[config.mk]
export PLATFORM = sky130hd
export DESIGN_NAME = lru_write_back_page_cache
export DESIGN_NICKNAME = d
export VERILOG_FILES = /design/src/rtl/lwbpc_pkg.sv /design/src/rtl/lwbpc_store.sv /design/src/rtl/lru_write_back_page_cache.sv
export SDC_FILE = /design/constraint.sdc
export NUM_CORES = 1
export LEC_CHECK = 0
export BUFFER_PORTS_ARGS = -buffer_cell sky130_fd_sc_hd__buf_2
export CORE_ASPECT_RATIO = 0.75
export CORE_MARGIN = 2
export CORE_UTILIZATION = 33
export CTS_CLUSTER_DIAMETER = 120
export DETAILED_ROUTE_END_ITERATION = 10
export PLACE_DENSITY = 0.47
export SLEW_MARGIN = 20
export SYNTH_ARGS = -nofsm -noshare
export SYNTH_HDL_FRONTEND = slang
export SYNTH_HIERARCHICAL = 1
export SYNTH_SLANG_ARGS = --single-unit
[constraint.sdc]
create_clock -name clk_i -period 6.4 [get_ports clk_i]
set_input_delay 1.28 -clock clk_i [delete_from_list [all_inputs] [get_ports clk_i]]
set_output_delay 1.28 -clock clk_i [all_outputs]
set_load 0.005 [all_outputs]
[src/rtl/lwbpc_pkg.sv]
// Shared constants, request codes and store control type of the LRU write-back page cache.
package lwbpc_pkg;

  localparam int unsigned SlotsDef      = 16;
  localparam int unsigned FileIdBitsDef = 8;
  localparam int unsigned PageIdBitsDef = 20;

  typedef enum logic [1:0] {
    ACT_READ  = 2'd0,
    ACT_WRITE = 2'd1,
    ACT_FLUSH = 2'd2,
    ACT_NONE  = 2'd3
  } action_e;

  typedef struct packed {
    logic rd_en;
    logic wr_en;
  } store_ctl_t;

endpackage

[src/rtl/lwbpc_store.sv]
// Slot store with one write port, one registered read port and per-entry reset values.
module lwbpc_store #(
  parameter int unsigned Depth     = 16,
  parameter int unsigned Width     = 8,
  parameter bit          IndexInit = 1'b0,
  localparam int unsigned AddrBits = $clog2(Depth)
) (
  input  logic                  clk_i,
  input  logic                  rst_ni,
  input  lwbpc_pkg::store_ctl_t ctl_i,
  input  logic [AddrBits-1:0]   rd_addr_i,
  input  logic [AddrBits-1:0]   wr_addr_i,
  input  logic [Width-1:0]      wr_data_i,
  output logic [Width-1:0]      rd_data_o
);

  logic [Width-1:0]    mem_q [Depth];
  logic [Depth-1:0]    vld_q;
  logic [Width-1:0]    rd_data_q;
  logic [AddrBits-1:0] rd_addr_q;
  logic                rd_vld_q;

  always_ff @(posedge clk_i) begin
    if (ctl_i.wr_en) begin
      mem_q[wr_addr_i] <= wr_data_i;
    end
    if (ctl_i.rd_en) begin
      rd_data_q <= mem_q[rd_addr_i];
    end
  end

  always_ff @(posedge clk_i or negedge rst_ni) begin
    if (!rst_ni) begin
      vld_q     <= '0;
      rd_vld_q  <= 1'b0;
      rd_addr_q <= '0;
    end else begin
      if (ctl_i.wr_en) begin
        vld_q[wr_addr_i] <= 1'b1;
      end
      if (ctl_i.rd_en) begin
        rd_vld_q  <= vld_q[rd_addr_i];
        rd_addr_q <= rd_addr_i;
      end
    end
  end

  // An entry that was never written reads as its reset value.
  assign rd_data_o = rd_vld_q ? rd_data_q : (IndexInit ? Width'(rd_addr_q) : '0);

endmodule

[src/rtl/lru_write_back_page_cache.sv]
// Top level of the LRU write-back page cache tag and replacement engine.
//
//   channel | signals                                   | direction
//   --------+-------------------------------------------+----------
//   request | in_valid_i, in_ready_o, action_i,         | in
//           | file_id_i, page_id_i                      |
//   result  | out_valid_o, out_ready_i, slot_o, hit_o,  | out
//           | fill_o, writeback_o, wb_file_o, wb_page_o,|
//           | last_o                                    |
//
// A read or write request goes from acceptance to result through a scan of the tag and age
// stores for the hit or victim, a tag write, and a read-modify-write pass over the age store.
// A flush walks the slots in turn, reporting and clearing the dirty slots of its file.
// A request with file 0 or the unused action code gives only an empty final result.
// Reset leaves all slots empty and clean with ages equal to the slot numbers.
// A full result register stalls the engine until the result is taken.
module lru_write_back_page_cache #(
  parameter int unsigned SLOTS        = lwbpc_pkg::SlotsDef,
  parameter int unsigned FILE_ID_BITS = lwbpc_pkg::FileIdBitsDef,
  parameter int unsigned PAGE_ID_BITS = lwbpc_pkg::PageIdBitsDef,
  localparam int unsigned SlotBits    = $clog2(SLOTS)
) (
  input  logic                    clk_i,
  input  logic                    rst_ni,
  input  logic                    in_valid_i,
  output logic                    in_ready_o,
  input  logic [1:0]              action_i,
  input  logic [FILE_ID_BITS-1:0] file_id_i,
  input  logic [PAGE_ID_BITS-1:0] page_id_i,
  output logic                    out_valid_o,
  input  logic                    out_ready_i,
  output logic [SlotBits-1:0]     slot_o,
  output logic                    hit_o,
  output logic                    fill_o,
  output logic                    writeback_o,
  output logic [FILE_ID_BITS-1:0] wb_file_o,
  output logic [PAGE_ID_BITS-1:0] wb_page_o,
  output logic                    last_o
);

  localparam int unsigned CntBits = SlotBits + 1;
  localparam int unsigned TagBits = FILE_ID_BITS + PAGE_ID_BITS + 1;

  typedef enum logic [7:0] {
    S_IDLE  = 8'b0000_0001,
    S_LSCAN = 8'b0000_0010,
    S_LDEC  = 8'b0000_0100,
    S_ASCAN = 8'b0000_1000,
    S_RES   = 8'b0001_0000,
    S_FRD   = 8'b0010_0000,
    S_FEV   = 8'b0100_0000,
    S_MARK  = 8'b1000_0000
  } state_e;

  state_e                  state_q, state_d;
  logic [CntBits-1:0]      cnt_q, cnt_d;
  lwbpc_pkg::action_e      act_q, act_d;
  logic [FILE_ID_BITS-1:0] file_q, file_d;
  logic [PAGE_ID_BITS-1:0] page_q, page_d;
  logic                    found_q, found_d;
  logic [SlotBits-1:0]     hit_idx_q, hit_idx_d;
  logic [SlotBits-1:0]     hit_age_q, hit_age_d;
  logic                    hit_dirty_q, hit_dirty_d;
  logic [SlotBits-1:0]     vic_idx_q, vic_idx_d;
  logic [FILE_ID_BITS-1:0] vic_file_q, vic_file_d;
  logic [PAGE_ID_BITS-1:0] vic_page_q, vic_page_d;
  logic                    vic_dirty_q, vic_dirty_d;
  logic [SlotBits-1:0]     tgt_idx_q, tgt_idx_d;
  logic [SlotBits-1:0]     tgt_age_q, tgt_age_d;

  logic                    out_valid_q, out_valid_d;
  logic [SlotBits-1:0]     out_slot_q;
  logic                    out_hit_q, out_fill_q, out_wb_q, out_last_q;
  logic [FILE_ID_BITS-1:0] out_wbf_q;
  logic [PAGE_ID_BITS-1:0] out_wbp_q;

  lwbpc_pkg::store_ctl_t   tag_ctl, age_ctl;
  logic [SlotBits-1:0]     rd_addr;
  logic [SlotBits-1:0]     tag_wr_addr;
  logic [TagBits-1:0]      tag_wr_data, tag_rd;
  logic [SlotBits-1:0]     age_wr_data, age_rd;
  logic [FILE_ID_BITS-1:0] tag_file;
  logic [PAGE_ID_BITS-1:0] tag_page;
  logic                    tag_dirty;
  logic [CntBits-1:0]      cnt_m1;
  logic [SlotBits-1:0]     ev_idx;
  logic                    cnt_end, out_free, emit, load;

  logic [SlotBits-1:0]     e_slot;
  logic                    e_hit, e_fill, e_wb, e_last;
  logic [FILE_ID_BITS-1:0] e_wbf;
  logic [PAGE_ID_BITS-1:0] e_wbp;

  lwbpc_store #(
    .Depth    (SLOTS),
    .Width    (TagBits),
    .IndexInit(1'b0)
  ) u_tag_store (
    .clk_i    (clk_i),
    .rst_ni   (rst_ni),
    .ctl_i    (tag_ctl),
    .rd_addr_i(rd_addr),
    .wr_addr_i(tag_wr_addr),
    .wr_data_i(tag_wr_data),
    .rd_data_o(tag_rd)
  );

  lwbpc_store #(
    .Depth    (SLOTS),
    .Width    (SlotBits),
    .IndexInit(1'b1)
  ) u_age_store (
    .clk_i    (clk_i),
    .rst_ni   (rst_ni),
    .ctl_i    (age_ctl),
    .rd_addr_i(rd_addr),
    .wr_addr_i(ev_idx),
    .wr_data_i(age_wr_data),
    .rd_data_o(age_rd)
  );

  assign tag_file  = tag_rd[TagBits-1 -: FILE_ID_BITS];
  assign tag_page  = tag_rd[PAGE_ID_BITS:1];
  assign tag_dirty = tag_rd[0];

  assign cnt_m1   = cnt_q - CntBits'(1);
  assign ev_idx   = cnt_m1[SlotBits-1:0];
  assign rd_addr  = cnt_q[SlotBits-1:0];
  assign cnt_end  = (cnt_q == CntBits'(SLOTS));
  assign out_free = !out_valid_q || out_ready_i;
  assign load     = emit && out_free;

  assign in_ready_o = (state_q == S_IDLE);

  always_comb begin
    state_d     = state_q;
    cnt_d       = cnt_q;
    act_d       = act_q;
    file_d      = file_q;
    page_d      = page_q;
    found_d     = found_q;
    hit_idx_d   = hit_idx_q;
    hit_age_d   = hit_age_q;
    hit_dirty_d = hit_dirty_q;
    vic_idx_d   = vic_idx_q;
    vic_file_d  = vic_file_q;
    vic_page_d  = vic_page_q;
    vic_dirty_d = vic_dirty_q;
    tgt_idx_d   = tgt_idx_q;
    tgt_age_d   = tgt_age_q;
    tag_ctl     = '0;
    age_ctl     = '0;
    tag_wr_addr = rd_addr;
    tag_wr_data = '0;
    age_wr_data = '0;
    emit        = 1'b0;
    e_slot      = '0;
    e_hit       = 1'b0;
    e_fill      = 1'b0;
    e_wb        = 1'b0;
    e_wbf       = '0;
    e_wbp       = '0;
    e_last      = 1'b0;
    unique case (state_q)
      S_IDLE: begin
        if (in_valid_i) begin
          act_d   = lwbpc_pkg::action_e'(action_i);
          file_d  = file_id_i;
          page_d  = page_id_i;
          cnt_d   = '0;
          found_d = 1'b0;
          if (file_id_i == '0 || action_i == lwbpc_pkg::ACT_NONE) begin
            state_d = S_MARK;
          end else if (action_i == lwbpc_pkg::ACT_FLUSH) begin
            state_d = S_FRD;
          end else begin
            state_d = S_LSCAN;
          end
        end
      end
      S_LSCAN: begin
        if (!cnt_end) begin
          tag_ctl.rd_en = 1'b1;
          age_ctl.rd_en = 1'b1;
        end
        if (cnt_q != '0) begin
          if (!found_q && tag_file == file_q && tag_page == page_q) begin
            found_d     = 1'b1;
            hit_idx_d   = ev_idx;
            hit_age_d   = age_rd;
            hit_dirty_d = tag_dirty;
          end
          if (age_rd == SlotBits'(SLOTS - 1)) begin
            vic_idx_d   = ev_idx;
            vic_file_d  = tag_file;
            vic_page_d  = tag_page;
            vic_dirty_d = tag_dirty;
          end
        end
        if (cnt_end) begin
          state_d = S_LDEC;
        end else begin
          cnt_d = cnt_q + CntBits'(1);
        end
      end
      S_LDEC: begin
        tag_ctl.wr_en = 1'b1;
        if (found_q) begin
          tag_wr_addr = hit_idx_q;
          tag_wr_data = {file_q, page_q, hit_dirty_q || act_q == lwbpc_pkg::ACT_WRITE};
          tgt_idx_d   = hit_idx_q;
          tgt_age_d   = hit_age_q;
        end else begin
          tag_wr_addr = vic_idx_q;
          tag_wr_data = {file_q, page_q, act_q == lwbpc_pkg::ACT_WRITE};
          tgt_idx_d   = vic_idx_q;
          tgt_age_d   = SlotBits'(SLOTS - 1);
        end
        cnt_d   = '0;
        state_d = S_ASCAN;
      end
      S_ASCAN: begin
        if (!cnt_end) begin
          age_ctl.rd_en = 1'b1;
        end
        if (cnt_q != '0) begin
          age_ctl.wr_en = 1'b1;
          if (ev_idx == tgt_idx_q) begin
            age_wr_data = '0;
          end else if (age_rd < tgt_age_q) begin
            age_wr_data = age_rd + SlotBits'(1);
          end else begin
            age_wr_data = age_rd;
          end
        end
        if (cnt_end) begin
          state_d = S_RES;
        end else begin
          cnt_d = cnt_q + CntBits'(1);
        end
      end
      S_RES: begin
        emit   = 1'b1;
        e_slot = tgt_idx_q;
        e_hit  = found_q;
        e_fill = !found_q;
        e_last = 1'b1;
        if (!found_q && vic_file_q != '0 && vic_dirty_q) begin
          e_wb  = 1'b1;
          e_wbf = vic_file_q;
          e_wbp = vic_page_q;
        end
        if (out_free) begin
          state_d = S_IDLE;
        end
      end
      S_MARK: begin
        emit   = 1'b1;
        e_last = 1'b1;
        if (out_free) begin
          state_d = S_IDLE;
        end
      end
      S_FRD: begin
        if (cnt_end) begin
          state_d = S_MARK;
        end else begin
          tag_ctl.rd_en = 1'b1;
          state_d       = S_FEV;
        end
      end
      S_FEV: begin
        if (tag_file == file_q && tag_dirty) begin
          emit   = 1'b1;
          e_slot = rd_addr;
          e_wb   = 1'b1;
          e_wbf  = tag_file;
          e_wbp  = tag_page;
          if (out_free) begin
            tag_ctl.wr_en = 1'b1;
            tag_wr_data   = '0;
            cnt_d         = cnt_q + CntBits'(1);
            state_d       = S_FRD;
          end
        end else begin
          cnt_d   = cnt_q + CntBits'(1);
          state_d = S_FRD;
        end
      end
      default: begin
        state_d = S_IDLE;
      end
    endcase
  end

  assign out_valid_d = load || (out_valid_q && !out_ready_i);

  always_ff @(posedge clk_i or negedge rst_ni) begin
    if (!rst_ni) begin
      state_q     <= S_IDLE;
      cnt_q       <= '0;
      out_valid_q <= 1'b0;
    end else begin
      state_q     <= state_d;
      cnt_q       <= cnt_d;
      out_valid_q <= out_valid_d;
    end
  end

  always_ff @(posedge clk_i) begin
    act_q       <= act_d;
    file_q      <= file_d;
    page_q      <= page_d;
    found_q     <= found_d;
    hit_idx_q   <= hit_idx_d;
    hit_age_q   <= hit_age_d;
    hit_dirty_q <= hit_dirty_d;
    vic_idx_q   <= vic_idx_d;
    vic_file_q  <= vic_file_d;
    vic_page_q  <= vic_page_d;
    vic_dirty_q <= vic_dirty_d;
    tgt_idx_q   <= tgt_idx_d;
    tgt_age_q   <= tgt_age_d;
    if (load) begin
      out_slot_q <= e_slot;
      out_hit_q  <= e_hit;
      out_fill_q <= e_fill;
      out_wb_q   <= e_wb;
      out_wbf_q  <= e_wbf;
      out_wbp_q  <= e_wbp;
      out_last_q <= e_last;
    end
  end

  assign out_valid_o = out_valid_q;
  assign slot_o      = out_slot_q;
  assign hit_o       = out_hit_q;
  assign fill_o      = out_fill_q;
  assign writeback_o = out_wb_q;
  assign wb_file_o   = out_wbf_q;
  assign wb_page_o   = out_wbp_q;
  assign last_o      = out_last_q;

endmodule

# After elaboration in Yosys (flattened, before gate mapping)
# Memories as Yosys holds them, arrays and structs flattened. A register that Yosys moved wholly into a read port is not among the register bits.
# Index checks and enable logic that the tools add are counted.
# word_totals
register_bits	169
ramBits	528
memories	2
out_inout_bits	38
elab_cells	157
inputBits	34
# op_classes
muxes	62
n_bitwise	2
n_reduce_logical	30
n_addsub	3
eq_ne	24
order_cmp	6
# mem_list
memory	depth	width	read_ports	rd_clocked_by_memory_dff	wr	line	rtl
u_tag_store.mem_q	16	29	1	1	1	lwbpc_store.sv:17	logic [Width-1:0] mem_q [Depth];
u_age_store.mem_q	16	4	1	1	1	lwbpc_store.sv:17	
# op_table
operator	count
2-to-1 mux 8 bit	10
2-to-1 mux 29 bit	2
case mux 8 bit (7 select lines)	1
2-to-1 mux 20 bit	2
case mux 20 bit (2 select lines)	1
2-to-1 mux 4 bit	8
bitwise OR 16 bit	2
2-to-1 mux 1 bit	22
equality test 20 bit	1
2-to-1 mux 5 bit	4
case mux 5 bit (4 select lines)	1
case mux 8 bit (2 select lines)	1
less-than comparator 4 x 5 -> 1 bit, second input constant	3
inequality test 2 bit, second input constant	6
logical AND 1 bit	9
binary-select mux 1 bit (select 4 bit)	2
demux 1 bit (select 4 bit)	2
equality test 8 x 1 -> 1 bit, second input constant	1
equality test 8 x 2 -> 1 bit, second input constant	1
equality test 8 x 3 -> 1 bit, second input constant	1
equality test 8 x 4 -> 1 bit, second input constant	1
equality test 8 x 5 -> 1 bit, second input constant	1
equality test 8 x 6 -> 1 bit, second input constant	1
equality test 8 x 7 -> 1 bit, second input constant	1
other kinds (29)	43

# Longest topological paths before layout
# Gate-level depths: netlist of run 1.
# logic_depth
depth_word	7
mapped_depth	11
ltp_nobuf	8

# By module
# The synthesis of run 1 kept the hierarchy.
# by_module_without_submodules
mod	instances	cells_per_inst	seq_area_each_um2	area_each_um2
lwbpc_store at u_tag_store	1	767	15229.6	19232.2
lru_write_back_page_cache	1	405	3865.0	5799.3
lwbpc_store at u_age_store	1	169	2567.5	3540.9

# Worst setup path after synthesis of run 1
# No wires, ideal clock.
# synth_timing
kind	flip-flop to flip-flop
start	reg u_tag_store.rd_vld_q
end	mem u_tag_store/mem_q[0][0] (netlist bit) (enable)
setup_time_ps	453
path_buffers	3
path_stages_with_launch	11
arrival_ps	4382
period_less_slack_ps	4835
t_required_ps	5947
slack_ps	1565
path_cell_list	dfrtp_1 clkbuf_1 and2_1 xor2_1 nor4_1 and4_1 buf_4 buf_2 a21o_1 or3b_2 nor3_1
# synth_rtl
element	line	rtl
start, declared	lwbpc_store.sv:21	logic rd_vld_q;
start signal, assigned	lwbpc_store.sv:42	rd_vld_q <= vld_q[rd_addr_i];
end, declared	lwbpc_store.sv:17	

==> metrics.md, run 1 <==
| Metric | Value |
|---|---|
| Setup bufs post-CTS | 0 |
| Die width | around 340 µm |
| IO Port Bufs | a little over 70 |
| Clock Sinks | 730 |
| Total global routing track utilization | 0.162 |
| Nets | 1509 |
| GR Overflow Total | 0 |
| Worst skew pair latency | roughly 630 ps |
| Largest family of logic cells by synthesized area | multiplexers |
| WP data required | around 6700 ps |
| Max Clock Skew | approximately 29 ps |
| Largest net degree at the start of global routing | between 60 and 70 |
| Flops & latches, synth | 730 |
| Final GP Congestion | between 0.7 and 0.8 |
| Mapped Nets | 1382 |
| Status | completed |
| Critical path capture point | u_tag_store/mem_q[5][27] |
| Setup TNS | 0 ps |
| Placed Cells | approximately 2500 |
| WS Path Type | reg2reg |
| Post-cts sizing count | 0 |
| Commonest non-fill, non-tap cells in the layout | edfxtp_1 (678), mux4_2 (160), clkbuf_16 (77) |
| First-pass GRT wire length | roughly 100 mm |
| Area growth syn-to-layout | 15.0% |
| # IOs | between 70 and 80 |
| Peak supply drop | 208 µV |
| Crit path time final | 4460 ps |
| Filler cell count | 7627 |
| Achievable Freq | roughly 220 MHz |
| Clk Tree Root Cell | clkbuf_16 |
| Async SR Flop Fraction | 0.0712 |
| Util after Layout | 0.383 |
| Initial Util | 0.333 |
| Core Area | between 80000 and 90000 µm² |
| Total number of vias | between 10000 and 15000 |
| Vias in the first global route | roughly 14000 |
| Commonest non-fill, non-tap cell in the layout | edfxtp_1 |
| Critical Path AT | 4760 ps |
| CTS H-tree depth | 3 |
| DIE AREA | just under 90000 µm² |
| Dpl hpwl | around 44 mm |
| Post-route ant nets | 0 |
| Distinct cell type count after synthesis | 59 |
| Number of max-cap violations | 0 |
| Post-synthesis compound-gate area fraction | 0.0180 |
| # hold bufs at CTS | 0 |
| RSZ-0062 raised after global routing | false |
| Adder-cell share of the synthesized area | 0.00307 |
| CTS buffer count | 77 |
| Ys Warns | 6 |
| Mapped cell area | approximately 29000 µm² |
| Remaining DRCs | 0 |
| Static Leakage | 11.0 nW |
| R2R depth | 9 |
| Wirelength, routed | between 70 and 80 mm |
| Hold Vio Cnt, Final | 0 |
| Post-route clock period utilization | 0.697 |
| FP Rows | between 90 and 100 |
| Mux contribution to synthesized area | 0.148 |
| HP Class | reg2reg |
| Endpoints failing setup | 0 |
| DR WL/cell | about 27 µm |
| Final Cell Area | 32800 µm² |
| N_diodes | 0 |
| Fin cells | between 2000 and 3000 |
| Post-Synth XOR/XNOR Area | 0.0126 |
| FF-to-FF End | u_tag_store/mem_q[5][27] |
| Worst-margin pin slew | about 1100 ps |
| CP Capture Type | flop |
| Startpoint types | flop |
| Initial detailed-routing violation count | 1423 |
| DRT Pass-1 Iters | 7 |
| Post-synthesis cell count | about 1300 |
| Worst setup path start | u_tag_store/rd_vld_q |
| Worst slack, placed | about 2000 ps |
| Seq/Total Area, Yosys | 0.758 |
| CP Max Fanout | 37 |
| Max Root-Sink Buffers | 3 |
| Clk pin slew, worst setup/hold paths | approximately 60 ps |
| Reg2Reg Setup Slack | roughly 1900 ps |
| Synth Area in Simple Gates | 0.0469 |
| RR Startpoint | u_tag_store/rd_vld_q |
| Vias/cell | 5.19 |
| Slew headroom | 0.269 |
| Max-slew violations | 0 |
| Main synth FF type | edfxtp_1 |
| P per Cell Area | 343 nW/µm² |
| Die height | roughly 260 µm |
| Worst Setup Slack, final | approximately 1900 ps |
| Placed Area | slightly above 30000 µm² |
| Avg Cell Area, Syn | about 21 µm² |
| Share of layout cells above drive strength 1 | 0.304 |
| EDFF count, synth | 678 |
| CTS tree | yes |
| Initial antenna violation count | 0 |
## report_power, final
part | leakage (nW) | switching, mW | internal [mW] | total (mW)
clock | 1.14 | 1.80 | 2.44 | 4.25
sequential | 7.24 | 0.168 | 5.50 | 5.67
combinational | 2.61 | 0.841 | 0.523 | 1.36
total | 11.0 | 2.81 | 8.47 | 11.3
## state kept, by name, summed over array words and instances (netlist names), 16 cells and up
signal	cells
page_q	20
vic_page_q	20
u_tag_store/vld_q	16
u_age_store/mem_q	64
wb_page_o	20
u_tag_store/mem_q	464
u_age_store/vld_q	16
u_tag_store/rd_data_q	29
## worst min-delay path by stage
stage	start	end	cells past startpoint	slack, ps
after floorplan	u_age_store/vld_q[12]	u_age_store/vld_q[12]	1	430
after detailed placement	u_tag_store/vld_q[13]	u_tag_store/vld_q[13]	1	450
final	u_age_store/vld_q[13]	u_age_store/vld_q[13]	1	470
after global routing	u_tag_store/vld_q[13]	u_tag_store/vld_q[13]	1	480
after global placement	u_age_store/vld_q[14]	u_age_store/vld_q[14]	1	440
after CTS	u_age_store/vld_q[1]	u_age_store/vld_q[1]	1	460
## synthesized netlist by cell type (all sizes together) (7+ instances only)
cell type	instances	area, µm²
dfrtp	51	1280
buf	35	259
xor2	30	263
mux2i	8	80.1
ha	7	87.6
nand2b	12	75.1
nor4	12	96.3
nor3	14	75.1
and2	60	375
nor2	43	179
nand3	12	65.1
clkbuf	24	91.3
mux2	17	191
edfxtp	678	20400
xnor2	11	96.3
nor2b	8	50.1
or2	34	213
inv	11	41.3
o21ai	9	56.3
a22o	32	280
mux4	173	3950
nand2	13	48.8
## layer usage
| layer | vias to the layer above | global-route usage | part of all wire |
|---|---|---|---|
| li1 | 5762 | - | - |
| met4 | 0 | 0.0348 | 0.017 |
| met3 | 89 | 0.0445 | 0.072 |
| met1 | 7536 | 0.255 | 0.49 |
| met2 | 434 | 0.221 | 0.42 |
| met5 | - | 0 | 0 |
## cell type report
cell class / instances / area, µm² / area share
Inverter: 11 / 41.3 / 0.00126
Multi-Input combinational cell: 541 / 6680 / 0.203
Clock inverter: 32 / 273 / 0.00830
Timing Repair Buffer: 107 / 671 / 0.0204
Tap cell: 1140 / 1430 / 0.0434
Sequential cell: 730 / 21700 / 0.660
Clock buffer: 102 / 2080 / 0.0634
## critical path: stages, from the launching register on
cell	delay [ps]
dfrtp_1	520
and2_1	250
xor2_1	170
nor4_1	610
and4_2	340
buf_4	460
a21o_1	240
nand3b_1	310
nor2_4	870
buf_4	360
## kinds of logic after synthesis
group | after synthesis
DFF | 730
and+or+nand+nor | 229
muxes | 198
buffers and inverters | 70
AOI/OAI and AO/OA | 66
xor gates and xnor gates | 41
adders and majority gates | 7
## per-stage QoR
step	power, mW	hold WS (ps)
3_3_place_gp	7.13	444
6_report	11.3	465
5_1_grt	11.7	481
2_1_floorplan	6.61	434
3_5_place_dp	7.14	448
4_1_cts	11.4	463
(Power assumes the default switching activity.)
==> run 2, diff against run 1 <==
--- a/config.mk
+++ b/config.mk
@@ -11,7 +11,7 @@
 export CORE_UTILIZATION = 33
 export CTS_CLUSTER_DIAMETER = 120
 export DETAILED_ROUTE_END_ITERATION = 10
-export PLACE_DENSITY = 0.47
+export PLACE_DENSITY = 0.48
 export SLEW_MARGIN = 20
 export SYNTH_ARGS = -nofsm -noshare
 export SYNTH_HDL_FRONTEND = slang
==> constraint.sdc (replaced) <==
create_clock -name clk_i -period 3.73 [get_ports clk_i]
set_input_delay 0.746 -clock clk_i [delete_from_list [all_inputs] [get_ports clk_i]]
set_output_delay 0.746 -clock clk_i [all_outputs]
set_load 0.005 [all_outputs]
==> run 2 against run 1 <==
Critical path depth down 1. Total power up 76%. Worst hold slack worse by 290 ps. Die area unchanged. Wire length down 3.0%. Largest power group unchanged.
==> metrics.md, run 2 (synthesized netlist as in run 1, its figures left out) <==
| Metric | Value |
|---|---|
| Biggest register | u_tag_store/mem_q |
| Setup bufs post-CTS | 0 (unchanged) |
| Largest regs | u_tag_store/mem_q: 464 flops, u_age_store/mem_q: 64 flops, u_tag_store/rd_data_q: 29 flops |
| IO Port Bufs | 71 (unchanged) |
| WS Path Type | reg2reg |
| Startpoint types | flop |
| Worst skew pair latency | 630 ps (about the same) |
| Initial Util | 0.333 (unchanged) |
| Worst Setup Slack, final | 101 ps (-1840 ps) |
| Vias/cell | 5.09 (-2.0%) |
| Critical path buffers and inverters | 1 (-1) |
| CTS buffer count | 76 (-1.3%) |
| Worst-margin pin slew | 1100 ps (+18.7 ps) |
| Register area | 21700 µm² (unchanged) |
| Final hold slack | 175 ps (-290 ps) |
| Initial antenna violation count | 2 (+2) |
| Core Area | 85800 µm² (unchanged) |
| DIE AREA | 89000 µm² (unchanged) |
| Post-cts sizing count | 0 (unchanged) |
| WP data required | 3990 ps (-2710 ps) |
| Crit-path leading delay family | simple AND/OR/NAND/NOR gates |
| CP Capture Type | flop |
| Critical Path AT | 3890 ps (-870 ps) |
| Wirelength, routed | 68.8 mm (-3.0%) |
| Max Clock Skew | 31.7 ps (+2.58 ps) |
| Nets | 1535 (+1.7%) |
| Total number of vias | 13700 (-0.75%) |
| Vias in the first global route | 13700 (-1.8%) |
| Achievable Freq | 276 MHz (+23%) |
| Slew headroom | 0.256 (-0.0126) |
| Remaining DRCs | 0 (unchanged) |
| Status | completed |
| Share of layout cells above drive strength 1 | 0.319 (+0.0145) |
| Placed Cells | 2556 (+1.1%) |
| GR Overflow Total | 0 (unchanged) |
| Max-slew violations | 0 (unchanged) |
| Post-route ant nets | 0 (unchanged) |
| Post-route clock period utilization | 0.973 (+0.275) |
| Worst slack, placed | 193 ps (-1800 ps) |
| Endpoints failing setup | 0 (unchanged) |
| CP peak stage delay | 710 ps (-160 ps) |
| Clk pin slew, worst setup/hold paths | 60 ps (about the same) |
| # hold bufs at CTS | 0 (unchanged) |
| DRT Pass-1 Iters | 7 (unchanged) |
| DR WL/cell | 25.5 µm (-4.2%) |
| Crit-path cells | and2_1 -> xor2_1 -> nor4_1 -> and4_2 -> a21o_1 -> nand3b_1 -> nor3_4 -> buf_4 |
| Max Root-Sink Buffers | 3 (unchanged) |
| CP Max Fanout | 21 (-43%) |
| Die width | 344 µm (unchanged) |
| HP Class | in2async |
| Area growth syn-to-layout | 16.5% |
| RSZ-0062 raised after global routing | false |
| Number of max-cap violations | 0 (unchanged) |
| Worst path slowest cell | nor4_1 |
| Final GP Congestion | 0.770 (-0.79%) |
| Total global routing track utilization | 0.156 (-0.00551) |
| Hold Vio Cnt, Final | 0 (unchanged) |
| # IOs | 72 (unchanged) |
| Clk Tree Root Cell | clkbuf_16 |
| Filler cell count | 7630 (+0.039%) |
| Dpl hpwl | 43.7 mm (-0.23%) |
| Clock Sinks | 730 (unchanged) |
| Largest net degree at the start of global routing | 126 (+100%) |
| FP Rows | 93 (unchanged) |
| Number of flip-flops in the largest register | 464 (unchanged) |
| Static Leakage | 11.2 nW (+2.0%) |
| CTS tree | yes |
| Die height | 259 µm (unchanged) |
| Area of the multi-input gates | 6690 µm² (+0.19%) |
| First-pass GRT wire length | 100 mm (-2.7%) |
| Commonest non-fill, non-tap cell in the layout | edfxtp_1 |
| Commonest non-fill, non-tap cells in the layout | edfxtp_1 (678), mux4_2 (160), clkbuf_16 (77) |
| Initial detailed-routing violation count | 1468 (+3.2%) |
| Crit path time final | 3630 ps (-835 ps) |
| P per Cell Area | 595 nW/µm² (+73%) |
| Peak supply drop | 378 µV (+82%) |
| Fin cells | 2696 (+1.2%) |
| CTS H-tree depth | 3 (unchanged) |
==> run 2: cell type report <==
cell class / instances / share of cell area
Inverter: 11 / 0.00124
Antenna cell: 2 / 0.000150
Sequential cell: 730 / 0.651
Multi-Input combinational cell: 541 / 0.201
Clock inverter: 32 / 0.0122
Timing Repair Buffer: 134 / 0.0283
Clock buffer: 106 / 0.0635
Tap cell: 1140 / 0.0428
==> run 2: power by group <==
part	leakage, nW	internal [mW]	switching [mW]	total, mW
combinational	2.75	0.976	1.48	2.45
clock	1.23	4.54	3.11	7.65
sequential	7.24	9.43	0.270	9.70
==> run 2: worst paths after layout <==
kind	startpoint	to	slack, ps	depth (start not counted)
setup / recovery	u_tag_store/rd_vld_q	u_tag_store/mem_q[4][14]	100	8
hold / removal	rst_ni	u_age_store/vld_q[4]	180	1
setup reg to reg	u_tag_store/rd_vld_q	u_tag_store/mem_q[4][14]	100	8
hold reg to reg	u_age_store/vld_q[8]	u_age_store/vld_q[8]	460	1
max in group asynchronous	rst_ni	u_tag_store/vld_q[1]	2650	2
min in group clk_i	page_id_i[2]	page_q[2]	300	1
==> run 2: layer usage <==
metal	up-vias	GRT usage	share of wire	wire, µm
met5	-	0	0	0
met3	75	0.0301	0.058	3980
met2	383	0.214	0.42	28900
li1	5819	-	-	-
met1	7441	0.253	0.51	34800
met4	0	0.0368	0.016	1130
==> run 2: per-stage QoR <==
stage / util / power, mW / area (µm²) / TNS (ps)
floorplan: - / 11.4 / 28600 / -67010
global placement: 0.359 / 12.3 / 30800 / 0
detailed placement: 0.359 / 12.3 / 30800 / 0
CTS: 0.388 / 20.1 / 33300 / 0
global route: 0.388 / 20.6 / 33300 / 0
finish: 0.388 / 19.8 / 33300 / 0
==> run 2: worst reg2reg max path, cell delays in order (launching register included) <==
cell and delay (ps):
dfrtp_1 470, and2_1 210, xor2_1 170, nor4_1 710, and4_2 440, a21o_1 200, nand3b_1 360, nor3_4 260
buf_4 430
